<file path="src/rtl/epd_pkg.sv">
// Shared types and constants for the encoder position PID drive.
// Used by the top level, core, multiplier and divider; depends on nothing.
package epd_pkg;

	localparam int POS_W    = 16;
	localparam int GAIN_W   = 24;
	localparam int TIME_W   = 24;
	localparam int ERR_W    = 17;
	localparam int DIFF_W   = 18;
	localparam int ACC_W    = 64;
	localparam int PROD_W   = 88;
	localparam int SUM_W    = 66;
	localparam int LEVEL_W  = 8;
	localparam int ITER_W   = 7;
	localparam int MUL_STEPS = 24;

	localparam logic [ITER_W-1:0] DIV_D_ITERS = 7'd64;
	localparam logic [ITER_W-1:0] DIV_I_ITERS = 7'd88;
	localparam logic [TIME_W-1:0] US_PER_S    = 24'd1000000;
	localparam logic [49:0]       PWM_MAX     = 50'd255;
	localparam logic [49:0]       LEVEL_MAX   = (PWM_MAX > 50'd255) ? 50'd255 : PWM_MAX;
	localparam logic [PROD_W-1:0] I_LIMIT     = {25'd0, 1'b1, 62'd0};

	localparam logic signed [POS_W-1:0] TARGET_RESET = 16'sd1200;
	localparam logic [GAIN_W-1:0] GAIN_P_RESET = 24'd65536;
	localparam logic [GAIN_W-1:0] GAIN_D_RESET = 24'd1638;
	localparam logic [GAIN_W-1:0] GAIN_I_RESET = 24'd0;

	localparam logic [1:0] REG_TARGET = 2'd0;
	localparam logic [1:0] REG_GAIN_P = 2'd1;
	localparam logic [1:0] REG_GAIN_D = 2'd2;
	localparam logic [1:0] REG_GAIN_I = 2'd3;

	localparam logic OP_EDGE = 1'b0;
	localparam logic OP_TICK = 1'b1;

	typedef enum logic [3:0] {
		ST_IDLE, ST_ERR, ST_MINT, ST_MP, ST_MD1, ST_MD2, ST_DD, ST_MI, ST_DI, ST_SUM, ST_OUT
	} state_t;

	typedef struct packed {
		logic                start;
		logic [ITER_W-1:0]   iters;
		logic [PROD_W-1:0]   dividend;
		logic [TIME_W-1:0]   divisor;
	} div_req_t;

	typedef struct packed {
		logic [POS_W-1:0]   position;
		logic [LEVEL_W-1:0] right_pwm;
		logic [LEVEL_W-1:0] left_pwm;
		logic               bridge_enable;
	} res_t;

	typedef struct packed {
		logic signed [POS_W-1:0] target_position;
		logic [GAIN_W-1:0]       gain_p;
		logic [GAIN_W-1:0]       gain_d;
		logic [GAIN_W-1:0]       gain_i;
	} cfg_t;

endpackage

</file>
<file path="src/rtl/encoder_position_pid_drive.sv">
// Channel  Dir  Bits  Contents
// s_axis   in   32    tdata: encoder_b[0], elapsed_us[24:1]; tuser: op
// m_axis   out  40    tdata: position[15:0], right_pwm[23:16], left_pwm[31:24], enable[32]
// cfg      in   24    write enable, 2-bit register index, data
// An encoder edge goes from the idle state straight to the output state. A control tick runs
// five multiplier passes and two divider passes (the first divider pass is skipped with zero
// elapsed time) before its result is loaded.
// Reset clears position, error history, integral and drive; registers take their defaults.
// A finished item waits in the output register while the next item is taken; while that
// register is full, the next finished item holds the core and the input stalls.
// Top level: configuration registers, output register. Depends on epd_pkg, epd_core.
module encoder_position_pid_drive (
	input  logic        clk,
	input  logic        arst_n,
	input  logic        s_axis_tvalid,
	output logic        s_axis_tready,
	input  logic [31:0] s_axis_tdata,   // encoder_b, elapsed_us
	input  logic        s_axis_tuser,   // op
	output logic        m_axis_tvalid,
	input  logic        m_axis_tready,
	output logic [39:0] m_axis_tdata,   // position, right_pwm, left_pwm, bridge_enable
	input  logic        cfg_we,
	input  logic [1:0]  cfg_addr,
	input  logic [23:0] cfg_wdata
);
	import epd_pkg::*;

	cfg_t        cfg_q;
	res_t        res;
	logic        out_load;
	logic        out_free;
	logic        m_valid_q;
	logic [39:0] m_data_q;

	always_ff @(posedge clk or negedge arst_n) begin
		if (!arst_n) begin
			cfg_q.target_position <= TARGET_RESET;
			cfg_q.gain_p          <= GAIN_P_RESET;
			cfg_q.gain_d          <= GAIN_D_RESET;
			cfg_q.gain_i          <= GAIN_I_RESET;
		end else if (cfg_we) begin
			case (cfg_addr)
				REG_TARGET: cfg_q.target_position <= cfg_wdata[POS_W-1:0];
				REG_GAIN_P: cfg_q.gain_p <= cfg_wdata;
				REG_GAIN_D: cfg_q.gain_d <= cfg_wdata;
				REG_GAIN_I: cfg_q.gain_i <= cfg_wdata;
				default: ;
			endcase
		end
	end

	assign out_free = !m_valid_q || m_axis_tready;

	epd_core u_core (
		.clk(clk), .arst_n(arst_n), .cfg(cfg_q),
		.in_valid(s_axis_tvalid), .in_op(s_axis_tuser), .in_b(s_axis_tdata[0]),
		.in_elapsed(s_axis_tdata[24:1]), .in_ready(s_axis_tready),
		.out_free(out_free), .out_load(out_load), .res(res)
	);

	always_ff @(posedge clk or negedge arst_n) begin
		if (!arst_n)
			m_valid_q <= 1'b0;
		else if (out_load)
			m_valid_q <= 1'b1;
		else if (m_axis_tready)
			m_valid_q <= 1'b0;
	end

	always_ff @(posedge clk) begin
		if (out_load)
			m_data_q <= {7'd0, res.bridge_enable, res.left_pwm, res.right_pwm, res.position};
	end

	assign m_axis_tvalid = m_valid_q;
	assign m_axis_tdata  = m_data_q;

endmodule

</file>
<file path="src/rtl/epd_mul.sv">
// Bit-serial shift-add multiplier, one multiplier bit per cycle.
// Depends on epd_pkg.
module epd_mul (
	input  logic                           clk,
	input  logic                           arst_n,
	input  logic                           start,
	input  logic [epd_pkg::ACC_W-1:0]      a,
	input  logic [epd_pkg::GAIN_W-1:0]     b,
	output logic [epd_pkg::PROD_W-1:0]     prod,
	output logic                           done
);
	import epd_pkg::*;

	logic [PROD_W-1:0] mcand_q;
	logic [GAIN_W-1:0] mplier_q;
	logic [PROD_W-1:0] prod_q;
	logic [4:0]        cnt_q;
	logic              busy_q;
	logic              done_q;

	always_ff @(posedge clk or negedge arst_n) begin
		if (!arst_n) begin
			busy_q <= 1'b0;
			done_q <= 1'b0;
			cnt_q  <= '0;
		end else begin
			done_q <= busy_q && (cnt_q == 5'd1);
			if (start) begin
				busy_q <= 1'b1;
				cnt_q  <= 5'(MUL_STEPS);
			end else if (busy_q) begin
				cnt_q <= cnt_q - 5'd1;
				if (cnt_q == 5'd1)
					busy_q <= 1'b0;
			end
		end
	end

	always_ff @(posedge clk) begin
		if (start) begin
			mcand_q  <= {24'd0, a};
			mplier_q <= b;
			prod_q   <= '0;
		end else if (busy_q) begin
			if (mplier_q[0])
				prod_q <= prod_q + mcand_q;
			mcand_q  <= {mcand_q[PROD_W-2:0], 1'b0};
			mplier_q <= {1'b0, mplier_q[GAIN_W-1:1]};
		end
	end

	assign prod = prod_q;
	assign done = done_q;

endmodule

</file>
<file path="src/rtl/epd_div.sv">
// Restoring divider, one quotient bit per cycle, dividend aligned to the top.
// Depends on epd_pkg.
module epd_div (
	input  logic                        clk,
	input  logic                        arst_n,
	input  epd_pkg::div_req_t           req,
	output logic [epd_pkg::PROD_W-1:0]  quo,
	output logic                        done
);
	import epd_pkg::*;

	logic [PROD_W-1:0] dq_q;
	logic [TIME_W-1:0] rem_q;
	logic [TIME_W-1:0] dvs_q;
	logic [ITER_W-1:0] cnt_q;
	logic              busy_q;
	logic              done_q;
	logic [TIME_W:0]   r_sh;
	logic              ge;
	logic [TIME_W:0]   r_sub;

	assign r_sh  = {rem_q, dq_q[PROD_W-1]};
	assign ge    = r_sh >= {1'b0, dvs_q};
	assign r_sub = r_sh - {1'b0, dvs_q};

	always_ff @(posedge clk or negedge arst_n) begin
		if (!arst_n) begin
			busy_q <= 1'b0;
			done_q <= 1'b0;
			cnt_q  <= '0;
		end else begin
			done_q <= busy_q && (cnt_q == 7'd1);
			if (req.start) begin
				busy_q <= 1'b1;
				cnt_q  <= req.iters;
			end else if (busy_q) begin
				cnt_q <= cnt_q - 7'd1;
				if (cnt_q == 7'd1)
					busy_q <= 1'b0;
			end
		end
	end

	always_ff @(posedge clk) begin
		if (req.start) begin
			dq_q  <= req.dividend;
			dvs_q <= req.divisor;
			rem_q <= '0;
		end else if (busy_q) begin
			rem_q <= ge ? r_sub[TIME_W-1:0] : r_sh[TIME_W-1:0];
			dq_q  <= {dq_q[PROD_W-2:0], ge};
		end
	end

	assign quo  = dq_q;
	assign done = done_q;

endmodule

</file>
<file path="src/rtl/epd_core.sv">
// Sequencer and datapath: encoder count, PID terms, drive level.
// Depends on epd_pkg, epd_mul and epd_div.
module epd_core (
	input  logic                        clk,
	input  logic                        arst_n,
	input  epd_pkg::cfg_t               cfg,
	input  logic                        in_valid,
	input  logic                        in_op,
	input  logic                        in_b,
	input  logic [epd_pkg::TIME_W-1:0]  in_elapsed,
	output logic                        in_ready,
	input  logic                        out_free,
	output logic                        out_load,
	output epd_pkg::res_t               res
);
	import epd_pkg::*;

	state_t state_q, state_n;

	logic [POS_W-1:0]         count_q;
	logic signed [ERR_W-1:0]  prev_err_q;
	logic signed [ACC_W-1:0]  integ_q;
	logic [LEVEL_W-1:0]       level_q;
	logic                     rev_q;
	logic [TIME_W-1:0]        elapsed_q;
	logic signed [ERR_W-1:0]  err_q;
	logic signed [DIFF_W-1:0] diff_q;
	logic signed [41:0]       p_q;
	logic [61:0]              d_q;
	logic [62:0]              i_q;
	logic signed [SUM_W-1:0]  pd_q;

	logic                mul_start, mul_done;
	logic [ACC_W-1:0]    mul_a;
	logic [GAIN_W-1:0]   mul_b;
	logic [PROD_W-1:0]   mul_prod;
	div_req_t            div_req;
	logic [PROD_W-1:0]   div_quo;
	logic                div_done;

	logic signed [ERR_W-1:0]  err_c;
	logic [ERR_W-1:0]         err_c_abs, err_abs;
	logic [DIFF_W-1:0]        diff_abs;
	logic [ACC_W-1:0]         integ_abs;
	logic [41:0]              m42, s42;
	logic signed [ACC_W:0]    isum;
	logic signed [SUM_W-1:0]  p66, d66, i66, u;
	logic [SUM_W-1:0]         umag;
	logic [49:0]              ush;
	logic                     accept;

	epd_mul u_mul (
		.clk(clk), .arst_n(arst_n), .start(mul_start), .a(mul_a), .b(mul_b),
		.prod(mul_prod), .done(mul_done)
	);

	epd_div u_div (
		.clk(clk), .arst_n(arst_n), .req(div_req), .quo(div_quo), .done(div_done)
	);

	assign accept    = in_valid && in_ready;
	assign err_c     = $signed({count_q[POS_W-1], count_q})
	                 - $signed({cfg.target_position[POS_W-1], cfg.target_position});
	assign err_c_abs = err_c[ERR_W-1] ? 17'(-err_c) : err_c;
	assign err_abs   = err_q[ERR_W-1] ? 17'(-err_q) : err_q;
	assign diff_abs  = diff_q[DIFF_W-1] ? 18'(-diff_q) : diff_q;
	assign integ_abs = integ_q[ACC_W-1] ? 64'(-integ_q) : integ_q;

	assign m42  = {1'b0, mul_prod[40:0]};
	assign s42  = err_q[ERR_W-1] ? 42'(-m42) : m42;
	assign isum = $signed({integ_q[ACC_W-1], integ_q}) + $signed({{23{s42[41]}}, s42});

	assign p66  = {{24{p_q[41]}}, p_q};
	assign d66  = diff_q[DIFF_W-1] ? 66'(-{4'd0, d_q}) : {4'd0, d_q};
	assign i66  = integ_q[ACC_W-1] ? 66'(-{3'd0, i_q}) : {3'd0, i_q};
	assign u    = pd_q + i66;
	assign umag = u[SUM_W-1] ? 66'(-u) : u;
	assign ush  = umag[SUM_W-1:16];

	always_comb begin
		state_n = state_q;
		case (state_q)
			ST_IDLE: if (accept) state_n = (in_op == OP_TICK) ? ST_ERR : ST_OUT;
			ST_ERR:  state_n = ST_MINT;
			ST_MINT: if (mul_done) state_n = ST_MP;
			ST_MP:   if (mul_done) state_n = ST_MD1;
			ST_MD1:  if (mul_done) state_n = ST_MD2;
			ST_MD2:  if (mul_done) state_n = (elapsed_q == '0) ? ST_MI : ST_DD;
			ST_DD:   if (div_done) state_n = ST_MI;
			ST_MI:   if (mul_done) state_n = ST_DI;
			ST_DI:   if (div_done) state_n = ST_SUM;
			ST_SUM:  state_n = ST_OUT;
			ST_OUT:  if (out_free) state_n = ST_IDLE;
			default: state_n = ST_IDLE;
		endcase
	end

	always_comb begin
		in_ready         = 1'b0;
		out_load         = 1'b0;
		mul_start        = 1'b0;
		mul_a            = '0;
		mul_b            = '0;
		div_req.start    = 1'b0;
		div_req.iters    = DIV_I_ITERS;
		div_req.dividend = mul_prod;
		div_req.divisor  = US_PER_S;
		case (state_q)
			ST_IDLE: in_ready = 1'b1;
			ST_ERR: begin
				mul_start = 1'b1;
				mul_a     = {47'd0, err_c_abs};
				mul_b     = elapsed_q;
			end
			ST_MINT: begin
				mul_start = mul_done;
				mul_a     = {40'd0, cfg.gain_p};
				mul_b     = {7'd0, err_abs};
			end
			ST_MP: begin
				mul_start = mul_done;
				mul_a     = {40'd0, cfg.gain_d};
				mul_b     = {6'd0, diff_abs};
			end
			ST_MD1: begin
				mul_start = mul_done;
				mul_a     = mul_prod[ACC_W-1:0];
				mul_b     = US_PER_S;
			end
			ST_MD2: begin
				mul_start        = mul_done && (elapsed_q == '0);
				mul_a            = integ_abs;
				mul_b            = cfg.gain_i;
				div_req.start    = mul_done && (elapsed_q != '0);
				div_req.iters    = DIV_D_ITERS;
				div_req.dividend = {mul_prod[ACC_W-1:0], 24'd0};
				div_req.divisor  = elapsed_q;
			end
			ST_DD: begin
				mul_start = div_done;
				mul_a     = integ_abs;
				mul_b     = cfg.gain_i;
			end
			ST_MI: div_req.start = mul_done;
			ST_OUT: out_load = out_free;
			default: ;
		endcase
	end

	always_ff @(posedge clk or negedge arst_n) begin
		if (!arst_n) begin
			state_q    <= ST_IDLE;
			count_q    <= '0;
			prev_err_q <= '0;
			integ_q    <= '0;
			level_q    <= '0;
			rev_q      <= 1'b0;
		end else begin
			state_q <= state_n;
			if (accept && in_op == OP_EDGE)
				count_q <= in_b ? count_q + 16'd1 : count_q - 16'd1;
			if (state_q == ST_MINT && mul_done) begin
				if (isum[ACC_W] != isum[ACC_W-1])
					integ_q <= isum[ACC_W] ? {1'b1, 63'd0} : {1'b0, {63{1'b1}}};
				else
					integ_q <= isum[ACC_W-1:0];
			end
			if (state_q == ST_SUM) begin
				rev_q      <= u[SUM_W-1];
				level_q    <= (ush > LEVEL_MAX) ? LEVEL_MAX[LEVEL_W-1:0] : ush[LEVEL_W-1:0];
				prev_err_q <= err_q;
			end
		end
	end

	always_ff @(posedge clk) begin
		if (accept)
			elapsed_q <= in_elapsed;
		if (state_q == ST_ERR) begin
			err_q  <= err_c;
			diff_q <= $signed({err_c[ERR_W-1], err_c}) - $signed({prev_err_q[ERR_W-1], prev_err_q});
		end
		if (state_q == ST_MP && mul_done)
			p_q <= $signed(err_q[ERR_W-1] ? 42'(-m42) : m42);
		if (state_q == ST_MD2 && mul_done && elapsed_q == '0)
			d_q <= '0;
		if (state_q == ST_DD && div_done)
			d_q <= div_quo[61:0];
		if (state_q == ST_DI && div_done) begin
			i_q  <= (div_quo > I_LIMIT) ? I_LIMIT[62:0] : div_quo[62:0];
			pd_q <= p66 + d66;
		end
	end

	always_comb begin
		res.position      = count_q;
		res.bridge_enable = (level_q != '0);
		res.right_pwm     = rev_q ? '0 : level_q;
		res.left_pwm      = rev_q ? level_q : '0;
	end

endmodule

</file>
<file path="config.mk">
export PLATFORM = sky130hd
export DESIGN_NAME = encoder_position_pid_drive
export DESIGN_NICKNAME = d
export VERILOG_FILES = /design/src/rtl/epd_pkg.sv /design/src/rtl/encoder_position_pid_drive.sv /design/src/rtl/epd_mul.sv /design/src/rtl/epd_div.sv /design/src/rtl/epd_core.sv
export SDC_FILE = /design/constraint.sdc
export NUM_CORES = 2
export LEC_CHECK = 0
export ABC_CLOCK_PERIOD_IN_PS = 16100
export BUFFER_PORTS_ARGS = -buffer_cell sky130_fd_sc_hd__buf_2
export CAP_MARGIN = 20
export CORE_MARGIN = 2
export CORE_UTILIZATION = 65
export CTS_CLUSTER_SIZE = 20
export DETAILED_ROUTE_END_ITERATION = 6
export PLACE_DENSITY = 0.82
export SLEW_MARGIN = 40
export SYNTH_ARGS = -nofsm -noshare
export SYNTH_HDL_FRONTEND = slang
export SYNTH_SLANG_ARGS = --single-unit
</file>
<file path="constraint.sdc">
create_clock -name clk -period 16.1 [get_ports clk]
set_input_delay 2.415 -clock clk [delete_from_list [all_inputs] [get_ports clk]]
set_output_delay 2.415 -clock clk [all_outputs]
set_load 0.02 [all_outputs]
</file>
## After elaboration in Yosys (flattened, before gate mapping)

Cells that the tools add are included.
W data, S select, Z words.

- Input bits: 64
- Flip-flop bits (word level): 876
- Word-level logic and storage cells: 165
- Bits in writable memories: 0
- Memory bits (read-only): 0
- Output and inout port bits: 42
- Bits in latches: 0
- Memories kept: 0

- Bitwise gates (word level): 1
- Reduce and logical (&&, ||, !) cells: 31
- Divide/modulo/power cells: 0
- Shift operators: 0
- Eq/ne operators: 25
- Order comparisons: 3
- $add $sub $neg: 19
- Multiply operators: 0
- Muxes and demuxes: 52

Operators by type and width:

| operator | number |
|---|---|
| $mux W64 | 5 |
| $pmux W64 S5 | 1 |
| $mux W66 | 3 |
| $mux W88 | 2 |
| $mux W62 | 2 |
| $pmux W24 S5 | 1 |
| $mux W117 | 1 |
| $add A88 B88 Y88 | 1 |
| $gt A88 B63 Y1 const B | 1 |
| $mux W24 | 3 |
| $add A42 B66 Y66 | 1 |
| $add A66 B66 Y66 | 1 |
| $neg A62 Y66 | 1 |
| $neg A63 Y66 | 1 |
| $neg A66 Y66 | 1 |
| $add A64 B42 Y65 | 1 |
| $neg A64 Y64 | 1 |
| $gt A50 B8 Y1 const B | 1 |
| $pmux W4 S11 | 1 |
| $mux W42 | 1 |
| $neg A41 Y42 | 1 |
| $mux W4 | 10 |
| $mux W17 | 2 |
| $neg A17 Y17 | 2 |
| other kinds (42) | 86 |

## Logic depth before layout (Yosys ltp)

- Depth in word-level cells: 7
- Gate-level depth with buffers: 30
- Gate-level depth less buffers: 27

## Modules after synthesis

Synthesis repeated with hierarchy kept, for this count alone.

- Cells, all modules: 6659
- Area, all modules: 62145.9 um2

Modules (own cells, without submodules):

| module | times used | area an instance (um2) | cells an instance |
|---|---|---|---|
| epd_core | 1 | 37280.8 | 4374 |
| epd_mul | 1 | 13127.6 | 1453 |
| epd_div | 1 | 7328.3 | 601 |
| encoder_position_pid_drive | 1 | 4409.2 | 231 |

## Worst setup path before layout

No wires, ideal clock.

- Path type: reg-to-reg
- Start point: register u_core.i_q[2]
- End point: register u_core.level_q[6]
- Cell stages (with the launch flop): 29
- Setup time: 0.124 ns
- Data arrival time: 7.216 ns
- Period minus slack after synthesis: 7.340 ns
- Buffers on the path: 3
- Setup slack: 8.760 ns
- Path through: edfxtp_1 -> or3_4 -> or3b_4 -> nand4bb_4 -> buf_6 -> or4_4 -> or3_1 -> or3_1 -> or2_2 -> o41ai_1 -> xnor2_1 -> ha_1 -> clkbuf_1 -> a21o_1 -> a21oi_1 -> nor2b_1 -> o21ai_0 -> o21ai_0 -> nor3b_1 -> xnor2_1 -> a2111oi_1 -> nand4_1 -> nand2b_4 -> or4_4 -> a21o_1 -> a211oi_1 -> and4bb_1 -> buf_6 -> a21oi_2

- Longest elaborated chain between the ends: 7

Ends and longest elaborated chain:

| element | RTL line | RTL |
|---|---|---|
| from (decl) | epd_core.sv:30 | `logic [62:0] i_q;` |
| from (signal assigned) | epd_core.sv:190 | `i_q <= (div_quo > I_LIMIT) ? I_LIMIT[62:0] : div_quo[62:0];` |
| $neg A63 Y66 | epd_core.sv:75 | `assign i66 = integ_q[ACC_W-1] ? 66'(-{3'd0, i_q}) : {3'd0, i_q};` |
| $mux W66 * | epd_core.sv:75 |  |
| $add A66 B66 Y66 * | epd_core.sv:76 | `assign u = pd_q + i66;` |
| $neg A66 Y66 | epd_core.sv:77 | `assign umag = u[SUM_W-1] ? 66'(-u) : u;` |
| $mux W66 * | epd_core.sv:77 |  |
| $gt A50 B8 Y1 | epd_core.sv:170 | `level_q <= (ush > LEVEL_MAX) ? LEVEL_MAX[LEVEL_W-1:0] : ush[LEVEL_W-1:0];` |
| $mux W8 * | epd_core.sv:170 |  |
| to (signal assigned) | epd_core.sv:170 |  |
| to (decl) | epd_core.sv:23 | `logic [LEVEL_W-1:0] level_q;` |

Mark *: on every way between the ends. The rest lies on a longest branch, timed or not.
A chain may end at the register's enable or synchronous reset.

## Worst setup path in the final report

- Start point: register u_core.i_q[19]
- End point: register u_core.level_q[6]

The elaborated chain is that of the path after synthesis.

==> impl_metrics.json <==
{
  "status": "finished clean",
  "diodes": 0,
  "setup.worst_path.start": "u_core.i_q[19]$_SDFFCE_PN0P_",
  "grt-ovfl-total": 0,
  "drv_slew": 0,
  "ys_seq_area_share_pct": 40.3,
  "grt_pass1_vias": 46600,
  "grt_max_degree": 155,
  "vias": 50000,
  "p_comb_share_pct": 55.3,
  "intPower_mw": 7.25,
  "drc": 0,
  "cts.sinks": 876,
  "crit_slowest_cell": "a2111oi_1",
  "syn_avg_cell_area_um2": 9.33,
  "multi_input_area_mm2": 0.0336,
  "syn_area_mm2": 0.0593,
  "fin_nets": 6774,
  "yosys.cell_types.count": 107,
  "drtAntennaViolNets": 0,
  "cap_violations": 0,
  "portBuffers": 91,
  "totalWireLength_um": 169000,
  "yosysWarnings": 0,
  "max_stage_delay_ps": 690,
  "die_h_um": 306,
  "cellPowerDensity_mw_per_mm2": 209,
  "hold_class": "flop to flop",
  "synthTopCellsByArea": "edfxtp_1, dfrtp_1, ha_1, xnor2_1, dfxtp_1",
  "hold_start": "u_core.u_div.rem_q[23]$_SDFFE_PP0P_",
  "postCtsSetupBuffers": 0,
  "cts_hold_buf": 0,
  "seqCellArea_mm2": 0.0239,
  "fin_crit_sh_pct": 54.5,
  "crit_type": "flop to flop",
  "critPathTopFamily": "simple AND/OR/NAND/NOR gates",
  "grt_usage_pct": 35.5,
  "timing.final.ws_setup_ps": 7320,
  "synth.most_common_cell": "nand2_1",
  "skew_ps": 31.7,
  "stdcell_area_mm2": 0.0642,
  "synth_area_leader_cell": "edfxtp_1",
  "power.share.clock_pct": 16.7,
  "synth_commonest_cells": "nand2_1, edfxtp_1, nor2_1, o21ai_0, xnor2_1",
  "setup_tns_ps": 0,
  "worstSkewPairLatency_ps": 700,
  "leakagePower_nw": 25.9,
  "use_met2_pct": 54.1,
  "synth_seq_cells": 876,
  "swShare_pct": 45.9,
  "p_seq_share_pct": 28.0,
  "synthFlopType": "edfxtp_1",
  "synth.top_cell.area_share_pct": 26.6,
  "std_cell_rows": 110,
  "relSlewSlack_pct": 36.6,
  "ir_worst_vdd_uv": 136,
  "rsz0062_at_grt": "false",
  "cts_inserted_buffers": 93,
  "fillers": 6670,
  "first_pass_iters": 7,
  "clk_pin_slew_ps": 60,
  "place_ws_ps": 7450,
  "cp_data_arrival_time_ps": 9320,
  "period_needed_ps": 8780,
  "io_pins": 106,
  "grt_antenna_before_repair": 11,
  "crit_buf_inv": 0,
  "setup_violations": 0,
  "cts_tree": "done",
  "gr-usage-met1_pct": 48.3,
  "drive_above_1_share_pct": 8.20,
  "drtIter0Drc": 5502,
  "chipWidth_um": 306,
  "switchingPower_mw": 6.16,
  "die-area_mm2": 0.0937,
  "finalHoldViolCount": 0,
  "synth-edff-count": 525,
  "required_ps": 16640,
  "routabilityCongestion": 0.985,
  "dp_hpwl_um": 125000,
  "netlist_instances": 6358,
  "start_util_pct": 65.8,
  "synthArstFlopShare_pct": 24.5,
  "coreArea_mm2": 0.0901,
  "grt.busiest_layer": "met2",
  "grt_util_met3_pct": 6.61,
  "cp-start-kind": "flop",
  "htreeDepth": 3,
  "endpoint_kind": "flop",
  "avgRoutedWirePerCell_um": 22.3,
  "place_area_mm2": 0.0610,
  "cts_max_path_buffers": 3,
  "fmax_mhz": 114,
  "area_growth_pct": 8.27,
  "vias_per_cell": 6.59,
  "clock-root-buffer": "clkbuf_16",
  "rr_startpoint": "u_core.i_q[19]$_SDFFCE_PN0P_",
  "grt_pass1_wl_um": 263000,
  "critPathMaxFanout": 11,
  "cts_resized": 0,
  "worst_pin_slew_ps": 944
}
cells by family (layout without fill, tap and decap cells):
family	after synthesis	after routing	share of synthesized area [%]
buffers and inverters	519	569	3.39
AO/OA/AOI/OAI	1827	1827	20.1
multiplexers	197	197	3.49
other	1	7	0.00632
XOR/XNOR	562	562	8.34
AND/OR/NAND/NOR	1997	1997	16.3
adder cells (fa/ha/maj)	379	379	8.08
flip-flops	876	876	40.3
power groups by stage:
stage          Clock [mW]  Sequential (mW)  Combinational [mW]
3_3_place_gp            0             3.73                6.96
6_report             2.24             3.75                7.42
2_1_floorplan           0             3.48                5.49
3_5_place_dp            0             3.75                7.17
5_1_grt              2.34             3.79                8.11
4_1_cts              2.25             3.72                7.25
flip-flops by register name, indices dropped and copies added, names as in the netlist, 17 cells and up:
register	cells
cfg_q	88
m_axis_tdata	33
u_core.d_q	62
u_core.diff_q	18
u_core.elapsed_q	24
u_core.err_q	17
u_core.i_q	63
u_core.integ_q	64
u_core.p_q	42
u_core.pd_q	66
u_core.prev_err_q	17
u_core.u_div.dvs_q	24
u_core.u_div.quo	88
u_core.u_div.rem_q	24
u_core.u_mul.mcand_q	88
u_core.u_mul.mplier_q	24
u_core.u_mul.prod	88
worst register-to-register path: cells and delay by family, from the launching register on:
kind                     cells  cell delay, ps
AND/OR/NAND/NOR             13            5240
AO/OA/AOI/OAI                9            2160
flip-flops                   1             430
adder cells (fa/ha/maj)      1             430
XOR/XNOR                     2             390
cell usage in the layout, fill, tap and decap left out, types with 66 or more instances in the layout:
| cell | count |
|---|---|
| a21o_1 | 215 |
| a21oi_1 | 430 |
| and2_1 | 170 |
| buf_2 | 90 |
| buf_4 | 69 |
| clkbuf_16 | 94 |
| dfrtp_1 | 203 |
| dfxtp_1 | 136 |
| edfxtp_1 | 525 |
| ha_1 | 366 |
| inv_1 | 218 |
| mux2_2 | 77 |
| mux2i_1 | 120 |
| nand2_1 | 652 |
| nand2b_1 | 72 |
| nand3_1 | 87 |
| nor2_1 | 494 |
| nor3_1 | 83 |
| o21ai_0 | 478 |
| o31ai_1 | 88 |
| or3_1 | 66 |
| xnor2_1 | 435 |
| xor2_1 | 122 |
final timing paths:
path,end,slack [ps],cells after the start
worst max-delay path,u_core.level_q[6]$_DFFE_PN0P_,7320,25
max in group asynchronous,u_core.integ_q[63]$_DFFE_PN0P_,12980,3
worst max register to register,u_core.level_q[6]$_DFFE_PN0P_,7320,25
min in group asynchronous,u_core.u_mul.cnt_q[0]$_DFFE_PN0P_,1630,1
worst min register to register,u_core.u_div.rem_q[23]$_SDFFE_PP0P_,470,2
worst min-delay path,u_core.u_div.rem_q[23]$_SDFFE_PP0P_,470,2
cell type report:
type,instances,share of cell area (%)
clock inverters,61,1.10
inverters,223,1.31
well taps,1176,2.29
flip-flops and latches,876,37.2
multi-input cells,4969,52.4
repair buffers,173,1.89
clock buffers,112,3.85
per-layer routing:
metal / vias up / part of all wire (%)
met2: 2353 / 44
li1: 23300 / -
met4: 20 / 5.9
met1: 23900 / 41
met5: - / 0.076
met3: 468 / 9.8
metrics by stage:
step	util (%)	hold slack, ps	cells	total power [mW]
after floorplan	-	426	6364	8.97
after CTS	71.2	468	7589	13.2
after detailed placement	67.6	454	7416	10.9
final	71.2	469	7590	13.4
after global routing	71.2	512	7590	14.2
after global placement	67.4	445	7409	10.7
(Power assumes the default switching activity.)
